File: src/rtl/core/crpo_pkg.sv
package crpo_pkg;

  typedef enum logic [1:0] {
    CMD_ADD   = 2'd0,
    CMD_RUN   = 2'd1,
    CMD_CLEAR = 2'd2,
    CMD_NONE  = 2'd3
  } cmd_t;

  typedef enum logic [1:0] {
    ST_OK    = 2'd0,
    ST_FULL  = 2'd1,
    ST_RANGE = 2'd2
  } status_t;

  localparam logic CFG_BLOCK_COUNT = 1'b0;
  localparam logic CFG_ENTRY_BLOCK = 1'b1;

  typedef enum logic [3:0] {
    S_IDLE,
    S_ADD_RD,
    S_ADD_SCAN,
    S_CLEAR,
    S_WALK_TOP,
    S_WALK_RD,
    S_WALK_CHK,
    S_WALK_PUSH2,
    S_NUM_RD,
    S_NUM_OUT,
    S_OUT_WAIT
  } state_t;

endpackage

File: src/rtl/core/cfg_reverse_postorder_unit.sv
// Reverse-postorder numbering unit. Edges are loaded one per transfer
// (command add) into per-block successor lists; each load answers with one
// status result after a serial scan of the list through the successor
// memory's single read port. Index errors answer on the next cycle. A clear
// answers on the next cycle and then holds the input off while the count
// memory is cleared one entry per cycle; the same pass runs after reset. A
// run walks the graph depth first from entry_block, skipping successors that
// are out of range or already visited and popping a block once its list is
// done, then emits one result per block in block-id order, each waiting while
// the output is stalled. Unreachable blocks report reachable 0 and number 0.
// One item is processed at a time.
module cfg_reverse_postorder_unit import crpo_pkg::*; #(
  parameter int MAX_BLOCKS     = 64,
  parameter int MAX_SUCCESSORS = 4
) (
  input  logic       clk,
  input  logic       rst_n,
  input  logic       in_valid,
  output logic       in_stall,
  input  logic [1:0] in_command,
  input  logic [5:0] in_source_block,
  input  logic [5:0] in_target_block,
  output logic       out_valid,
  input  logic       out_stall,
  output logic [5:0] out_block_index,
  output logic [5:0] out_order_number,
  output logic       out_reachable,
  output logic [1:0] out_status,
  output logic       out_last,
  input  logic       cfg_valid,
  output logic       cfg_ready,
  input  logic       cfg_index,
  input  logic [6:0] cfg_data
);

  localparam int BW = $clog2(MAX_BLOCKS);
  localparam int SW = $clog2(MAX_SUCCESSORS);
  localparam int CW = $clog2(MAX_SUCCESSORS + 1);
  localparam int NW = BW + 1;
  localparam int TD = MAX_BLOCKS << SW;
  localparam int TW = BW + SW;

  // Configuration registers.
  logic [6:0] block_count_r;
  logic [5:0] entry_block_r;
  assign cfg_ready = 1'b1;
  always_ff @(posedge clk) begin
    if (!rst_n) begin
      block_count_r <= 7'd1;
      entry_block_r <= 6'd0;
    end else if (cfg_valid) begin
      if (cfg_index == CFG_BLOCK_COUNT) block_count_r <= cfg_data;
      else entry_block_r <= cfg_data[5:0];
    end
  end

  // Effective block count, clamped to 1..MAX_BLOCKS.
  logic [NW-1:0] live_n;
  always_comb begin
    if (block_count_r == 7'd0) live_n = NW'(1);
    else if (32'(block_count_r) > MAX_BLOCKS) live_n = NW'(MAX_BLOCKS);
    else live_n = NW'(block_count_r);
  end

  // Memories: successor table, successor counts, stack, postorder numbers.
  logic [5:0]    tbl_mem [TD];
  logic [CW-1:0] cnt_mem [MAX_BLOCKS];
  logic [5:0]    stk_blk_mem [MAX_BLOCKS];
  logic [CW-1:0] stk_nxt_mem [MAX_BLOCKS];
  logic [5:0]    ord_mem [MAX_BLOCKS];
  // Visited marks are flops, cleared at the start of each run.
  logic [MAX_BLOCKS-1:0] vis_r;

  logic [TW-1:0] tbl_raddr, tbl_waddr;
  logic          tbl_we;
  logic [5:0]    tbl_wdata, tbl_rdata;
  logic [BW-1:0] cnt_raddr, cnt_waddr;
  logic          cnt_we;
  logic [CW-1:0] cnt_wdata, cnt_rdata;
  logic [BW-1:0] stk_raddr, stk_waddr;
  logic          stk_we;
  logic [5:0]    stk_wblk, stk_rblk;
  logic [CW-1:0] stk_wnxt, stk_rnxt;
  logic [BW-1:0] ord_raddr, ord_waddr;
  logic          ord_we;
  logic [5:0]    ord_wdata, ord_rdata;

  always_ff @(posedge clk) begin
    if (tbl_we) tbl_mem[tbl_waddr] <= tbl_wdata;
    tbl_rdata <= tbl_mem[tbl_raddr];
    if (cnt_we) cnt_mem[cnt_waddr] <= cnt_wdata;
    cnt_rdata <= cnt_mem[cnt_raddr];
    if (stk_we) begin
      stk_blk_mem[stk_waddr] <= stk_wblk;
      stk_nxt_mem[stk_waddr] <= stk_wnxt;
    end
    stk_rblk <= stk_blk_mem[stk_raddr];
    stk_rnxt <= stk_nxt_mem[stk_raddr];
    if (ord_we) ord_mem[ord_waddr] <= ord_wdata;
    ord_rdata <= ord_mem[ord_raddr];
  end

  // Control registers.
  state_t        state_r, state_nxt;
  logic [5:0]    src_r, src_nxt, dst_r, dst_nxt;
  logic [CW-1:0] idx_r, idx_nxt;
  logic [NW-1:0] top_r, top_nxt;
  logic [NW-1:0] post_r, post_nxt;
  logic [NW-1:0] blk_r, blk_nxt;
  logic          found_r, found_nxt;
  logic          ov_r, ov_nxt;
  logic [5:0]    o_id_r, o_id_nxt, o_num_r, o_num_nxt;
  logic          o_reach_r, o_reach_nxt, o_last_r, o_last_nxt;
  logic [1:0]    o_st_r, o_st_nxt;
  state_t        ret_r, ret_nxt;
  logic          vis_clr, vis_set;
  logic [BW-1:0] vis_addr;

  assign in_stall = (state_r != S_IDLE) || ov_r;
  assign out_valid = ov_r;
  assign out_block_index = o_id_r;
  assign out_order_number = o_num_r;
  assign out_reachable = o_reach_r;
  assign out_status = o_st_r;
  assign out_last = o_last_r;

  logic          in_xfer, out_xfer;
  logic [CW-1:0] cur_cnt;
  assign in_xfer = in_valid && !in_stall;
  assign out_xfer = ov_r && !out_stall;
  assign cur_cnt = (32'(cnt_rdata) > MAX_SUCCESSORS) ? CW'(MAX_SUCCESSORS) : cnt_rdata;

  always_comb begin
    state_nxt = state_r;
    src_nxt = src_r; dst_nxt = dst_r; idx_nxt = idx_r;
    top_nxt = top_r; post_nxt = post_r; blk_nxt = blk_r;
    found_nxt = found_r; ret_nxt = ret_r;
    ov_nxt = ov_r && out_stall;
    o_id_nxt = o_id_r; o_num_nxt = o_num_r; o_reach_nxt = o_reach_r;
    o_st_nxt = o_st_r; o_last_nxt = o_last_r;
    tbl_raddr = {src_r[BW-1:0], idx_r[SW-1:0]};
    tbl_we = 1'b0; tbl_waddr = {src_r[BW-1:0], cur_cnt[SW-1:0]}; tbl_wdata = dst_r;
    stk_raddr = BW'(top_r - NW'(1));
    stk_we = 1'b0; stk_waddr = '0; stk_wblk = '0; stk_wnxt = '0;
    ord_raddr = blk_r[BW-1:0];
    ord_we = 1'b0; ord_waddr = src_r[BW-1:0]; ord_wdata = 6'(post_r);
    cnt_raddr = src_r[BW-1:0];
    cnt_we = 1'b0; cnt_waddr = src_r[BW-1:0];
    cnt_wdata = cur_cnt + CW'(1);
    vis_clr = 1'b0; vis_set = 1'b0; vis_addr = dst_r[BW-1:0];
    unique case (state_r)
      S_IDLE: begin
        cnt_raddr = in_source_block[BW-1:0];
        if (in_xfer) begin
          src_nxt = in_source_block; dst_nxt = in_target_block;
          idx_nxt = '0; found_nxt = 1'b0;
          unique case (cmd_t'(in_command))
            CMD_ADD: begin
              if (NW'(in_source_block) >= live_n || NW'(in_target_block) >= live_n) begin
                o_id_nxt = in_source_block; o_num_nxt = '0; o_reach_nxt = 1'b0;
                o_st_nxt = ST_RANGE; o_last_nxt = 1'b1; ov_nxt = 1'b1;
              end else state_nxt = S_ADD_RD;
            end
            CMD_RUN: begin
              if (NW'(entry_block_r) >= live_n) begin
                o_id_nxt = entry_block_r; o_num_nxt = '0; o_reach_nxt = 1'b0;
                o_st_nxt = ST_RANGE; o_last_nxt = 1'b1; ov_nxt = 1'b1;
              end else begin
                // Push the entry block.
                vis_clr = 1'b1;
                vis_set = 1'b1; vis_addr = entry_block_r[BW-1:0];
                stk_we = 1'b1; stk_waddr = '0; stk_wblk = entry_block_r; stk_wnxt = '0;
                top_nxt = NW'(1); post_nxt = '0;
                state_nxt = S_WALK_TOP;
              end
            end
            CMD_CLEAR: begin
              blk_nxt = '0;
              state_nxt = S_CLEAR;
              o_id_nxt = '0; o_num_nxt = '0; o_reach_nxt = 1'b0;
              o_st_nxt = ST_OK; o_last_nxt = 1'b1; ov_nxt = 1'b1;
            end
            default: ;
          endcase
        end
      end
      S_CLEAR: begin
        // Clear one count entry per cycle.
        cnt_we = 1'b1; cnt_waddr = blk_r[BW-1:0]; cnt_wdata = '0;
        blk_nxt = blk_r + NW'(1);
        if (blk_r == NW'(MAX_BLOCKS - 1)) state_nxt = S_IDLE;
      end
      S_ADD_RD: begin
        // Scan position idx_r: issue read, compare next cycle.
        if (idx_r >= cur_cnt) begin
          if (found_r) begin
            o_st_nxt = ST_OK;
          end else if (32'(cur_cnt) >= MAX_SUCCESSORS) begin
            o_st_nxt = ST_FULL;
          end else begin
            tbl_we = 1'b1; cnt_we = 1'b1; o_st_nxt = ST_OK;
          end
          o_id_nxt = src_r; o_num_nxt = '0; o_reach_nxt = 1'b0; o_last_nxt = 1'b1;
          ret_nxt = S_IDLE; state_nxt = S_OUT_WAIT;
        end else state_nxt = S_ADD_SCAN;
      end
      S_ADD_SCAN: begin
        if (tbl_rdata == dst_r) found_nxt = 1'b1;
        idx_nxt = idx_r + CW'(1);
        state_nxt = S_ADD_RD;
      end
      S_WALK_TOP: begin
        if (top_r == '0) begin
          blk_nxt = '0; state_nxt = S_NUM_RD;
        end else state_nxt = S_WALK_RD;
      end
      S_WALK_RD: begin
        // Stack top data is valid; fetch its next successor and its count.
        src_nxt = stk_rblk; idx_nxt = stk_rnxt;
        tbl_raddr = {stk_rblk[BW-1:0], stk_rnxt[SW-1:0]};
        cnt_raddr = stk_rblk[BW-1:0];
        state_nxt = S_WALK_CHK;
      end
      S_WALK_CHK: begin
        if (idx_r >= cur_cnt) begin
          // Pop: record postorder.
          ord_we = 1'b1;
          post_nxt = post_r + NW'(1);
          top_nxt = top_r - NW'(1);
          stk_raddr = BW'(top_r - NW'(2));
          state_nxt = S_WALK_TOP;
        end else begin
          idx_nxt = idx_r + CW'(1);
          if (NW'(tbl_rdata) < live_n && !vis_r[tbl_rdata[BW-1:0]] &&
              32'(top_r) < MAX_BLOCKS) begin
            vis_set = 1'b1; vis_addr = tbl_rdata[BW-1:0];
            stk_we = 1'b1; stk_waddr = BW'(top_r - NW'(1));
            stk_wblk = src_r; stk_wnxt = idx_r + CW'(1);
            top_nxt = top_r + NW'(1);
            state_nxt = S_WALK_PUSH2;
            dst_nxt = tbl_rdata;
          end else begin
            tbl_raddr = {src_r[BW-1:0], SW'(idx_r + CW'(1))};
          end
        end
      end
      S_WALK_PUSH2: begin
        stk_we = 1'b1; stk_waddr = BW'(top_r - NW'(1));
        stk_wblk = dst_r; stk_wnxt = '0;
        stk_raddr = BW'(top_r - NW'(1));
        state_nxt = S_WALK_TOP;
      end
      S_NUM_RD: begin
        state_nxt = S_NUM_OUT;
      end
      S_NUM_OUT: begin
        // Load the next result only once the output register is free.
        if (!ov_r || out_xfer) begin
          o_id_nxt = 6'(blk_r); o_st_nxt = ST_OK;
          o_reach_nxt = vis_r[blk_r[BW-1:0]];
          o_num_nxt = vis_r[blk_r[BW-1:0]] ?
                      6'(post_r - NW'(1) - NW'(ord_rdata)) : '0;
          o_last_nxt = (blk_r + NW'(1) == live_n);
          blk_nxt = blk_r + NW'(1);
          ret_nxt = (blk_r + NW'(1) == live_n) ? S_IDLE : S_NUM_RD;
          state_nxt = S_OUT_WAIT;
        end
      end
      S_OUT_WAIT: begin
        if (!ov_r) begin
          ov_nxt = 1'b1;
          state_nxt = ret_r;
          ord_raddr = blk_r[BW-1:0];
        end
      end
      default: state_nxt = S_IDLE;
    endcase
  end

  always_ff @(posedge clk) begin
    if (!rst_n) begin
      state_r <= S_CLEAR;
      ov_r <= 1'b0;
      vis_r <= '0;
      blk_r <= '0;
      top_r <= '0;
    end else begin
      state_r <= state_nxt;
      ov_r <= ov_nxt;
      blk_r <= blk_nxt;
      top_r <= top_nxt;
      if (vis_clr) vis_r <= {{(MAX_BLOCKS-1){1'b0}}, 1'b1} << vis_addr;
      else if (vis_set) vis_r[vis_addr] <= 1'b1;
    end
  end

  // Datapath registers.
  always_ff @(posedge clk) begin
    src_r <= src_nxt; dst_r <= dst_nxt; idx_r <= idx_nxt;
    post_r <= post_nxt;
    found_r <= found_nxt; ret_r <= ret_nxt;
    o_id_r <= o_id_nxt; o_num_r <= o_num_nxt; o_reach_r <= o_reach_nxt;
    o_st_r <= o_st_nxt; o_last_r <= o_last_nxt;
  end

  // Checks.
  a_no_accept_busy: assert property (@(posedge clk) disable iff (!rst_n)
    (state_r != S_IDLE) |-> in_stall) else $error("input taken while busy");
  a_run_ok: assert property (@(posedge clk) disable iff (!rst_n)
    (out_valid && out_reachable) |-> (out_status == ST_OK))
    else $error("reachable result with error status");
  a_stack_bound: assert property (@(posedge clk) disable iff (!rst_n)
    32'(top_r) <= MAX_BLOCKS || state_r == S_IDLE) else $error("stack overflow");

endmodule

File: config.mk
export PLATFORM = sky130hd
export DESIGN_NAME = cfg_reverse_postorder_unit
export DESIGN_NICKNAME = d
export VERILOG_FILES = /design/src/rtl/core/crpo_pkg.sv /design/src/rtl/core/cfg_reverse_postorder_unit.sv
export SDC_FILE = /design/constraint.sdc
export NUM_CORES = 2
export LEC_CHECK = 0
export BUFFER_PORTS_ARGS = -buffer_cell sky130_fd_sc_hd__buf_2
export CORE_MARGIN = 1.5
export CORE_UTILIZATION = 45
export CTS_BUF_LIST = sky130_fd_sc_hd__clkbuf_2
export DETAILED_ROUTE_END_ITERATION = 10
export PLACE_DENSITY = 0.63
export SYNTH_ARGS = -nofsm -noshare
export SYNTH_HDL_FRONTEND = slang
export SYNTH_SLANG_ARGS = --single-unit
File: constraint.sdc
create_clock -name clk -period 13.6 [get_ports clk]
set_clock_uncertainty 0.1 [all_clocks]
set_input_delay 2.72 -clock clk [delete_from_list [all_inputs] [get_ports clk]]
set_output_delay 2.72 -clock clk [all_outputs]
set_load 0.05 [all_outputs]
==> metrics.txt <==
PwrDens=around 160 nW/um2; layout cell share with drive strength beyond 1=20.5%; WL/cell=26.5 um; Netlist Area Pre-Place=117000 um2; fillers=roughly 22k; Num CTS Buffers=704; Synth-to-Final Area Change=8.34%; largest net degree at the start of global routing=199; Die Wd=512 um; Design Area, Final=126000 um2; Pre-Repair DR Iteration Count=6; Final Setup Violations=0; combinational share of power=between 20% and 30%; mux cell area share after synthesis=10.3%; top-level I/O count=46; CP Class=reg -> reg; Routability Congestion=0.879; Worst EP arrival=~9.7 ns; Reg area=84300 um2; Syn Inst Count=~7.5k; CTS tree=yes; placed instance area=120000 um2; Post-Synth Simple-Gate Area=9.54%; Place WS=roughly 5.7 ns; Core Box Area=257000 um2; DP Cell Count=roughly 11k; Slew headroom=roughly 12%; clk buf depth=4; Int Pwr=13300 uW; first-pass GRT wire length=455000 um; Via density=5.91; DIE AREA=262000 um2; count leader, synth=edfxtp_1; Seq/Total Area, Yosys=72.3%; final period utilization=59.1%; Post-synth EDFFs=~2.7k; post-CTS setup buffers=0; cts hold-fix bufs=0; final WL=313000 um; Leakage Power=0.0422 uW; PortBufs=44; FMAX=0.124 GHz; Adder-Cell Fraction of Synth Area=less than 1%; Tot GR Track Use=roughly a quarter; Clock Pin Slew Worst Setup and Hold Paths=0.10 ns; Yosys reg bits=2847; number of library cell types mapped by synthesis=87; Slew Limit Fails=0; crit path time final=8.04 ns; clock power share=27.8%; Die Y-Extent=approximately 510 um; Switching Power=around 6400 uW; status=complete, no violations; DRT antenna net count=0; Finished Layout Cells=11.8k; Tightest Pin Transition=roughly 1.3 ns; drt initial violations=7609; Fin. Hold Viols=0; area of the multi-input gates=a little over 30000 um2; initial antenna violation count=10; RSZ-0062 raised after global routing=no; Hold/Removal Path Class=reg -> reg; top cell type's share of synthesized area=70.2%; vias in the first global route=69.0k; via count=69.8k; Initial Util=45.3%; # DRC=0; CP Launch Type=flop; FFs w/ async S/R, synth=0%; Final WS setup=5.56 ns; xor and xnor area share after synthesis=less than 1%; Worst setup EP type=flop; Post-synth top cells=edfxtp_1, nand2_1, nor2_1, nand3_1, mux4_2; syn_nets=7617; final setup TNS=0 ns; worst skew pair latency=1.95 ns; part of the power in registers=50.7%; CP required=15.26 ns; CP max FO=116; ys flop type=edfxtp_1; Synth Area in Compound Gates=under 10%; FP Rows=186; cell taking the most area after synthesis=edfxtp_1; dpl hpwl=185000 um; total power=19700 uW; Mean Syn Cell Area=15.5 um2; Ys Warns=0; synth top area cells=edfxtp_1, mux4_2, nand2_1; post_cts resized=0; TritonCTS Sinks=between 2k and 3k; Max-Cap Viols=0; main combinational cell family by area after synthesis=multiplexers; Switching Fraction=32.5%; maximum VDD drop=160 uV; GR Overflow Total=0; Max H-tree Level=6; Final nets=8012; root buf cell=clkbuf_2
cell usage in the layout (no fill, tap or decap), types with 49 or more instances in the layout:
master,instances
a31oi_1,49
nand3_1,483
mux4_2,395
edfxtp_1,2727
a21oi_1,190
and2_1,98
buf_4,119
mux2i_1,294
a211oi_1,185
o21ai_0,67
nand2_1,1135
ha_1,49
nor2b_1,64
dfxtp_1,115
nand4_1,64
and3_1,50
nor2_1,513
clkinv_1,124
clkbuf_2,1017
through the flow:
step                utilization (%)  hold slack, ns
finish                         49.1           0.374
global route                   49.1           0.391
CTS                            49.1           0.369
detailed placement             46.8           0.356
global placement               46.8           0.349
floorplan                         -           0.335
power groups by stage:
stage          clock network (uW)  logic, uW  registers [uW]
6_report                     5480       4220            9990
5_1_grt                      6000       4490           10000
4_1_cts                      5590       4210            9990
3_5_place_dp                    0       4200           10200
3_3_place_gp                    0       4160           10200
2_1_floorplan                   0       2810           10200
registers in the layout (all words and copies together), names as in the netlist, 7 cells and up:
register / flops
vis_r: 64
blk_r: 7
block_count_r: 7
top_r: 7
cnt_mem: 192
tbl_mem: 1536
ord_mem: 384
stk_blk_mem: 384
stk_nxt_mem: 192
kinds of logic (layout without fill, tap and decap cells):
group	Yosys count	count (layout)
compound gates	846	846
xor+xnor	38	38
fa+ha+maj	50	50
buf+inv	523	1394
flops	2847	2847
mux	704	704
other cells	1	9
simple gates	2531	2531
area by class of cell:
class	instances	share of cell area, %
antenna	8	0.0158
inverter	38	0.113
sequential	2847	66.7
clock buffer	1017	4.03
multi-input combinational	4170	24.1
tap	3384	3.35
timing repair buffer	174	1.06
clock inverter	165	0.658
routing by layer:
layer	GRT usage [%]	up-vias	wire, um
met5	0	-	55
met3	5.21	628	28400
met2	35.9	3570	145000
met4	9.25	8	11200
li1	-	30300	-
met1	32.4	35300	128000
critical path, cell delays in order (launching register included):
cell and delay (ns):
dfxtp_1 1.04, mux4_2 0.36, nor2b_1 0.19, a2111oi_2 0.08
a2111oi_2 0.89, or3_4 0.32, inv_2 0.07, ha_1 0.27
nand2_1 0.13, o221a_4 0.63, buf_12 0.53, buf_12 0.56
mux4_2 0.60, a21oi_1 0.20, nand3_1 0.15, a211oi_1 0.46
nand4_1 0.41, and4_1 0.43
path summary, 6_finish.rpt:
kind,from,end,slack (ns),cells past startpoint
worst max-delay path,tbl_rdata[1]$_DFF_P_,tbl_rdata[0]$_DFF_P_,5.56,17
worst min-delay path,vis_r[19]$_SDFFE_PN0P_,vis_r[19]$_SDFFE_PN0P_,0.37,2
worst min register to register,vis_r[19]$_SDFFE_PN0P_,vis_r[19]$_SDFFE_PN0P_,0.37,2
worst max register to register,tbl_rdata[1]$_DFF_P_,tbl_rdata[0]$_DFF_P_,5.56,17
Note: power is estimated with default switching activity, not from simulation.
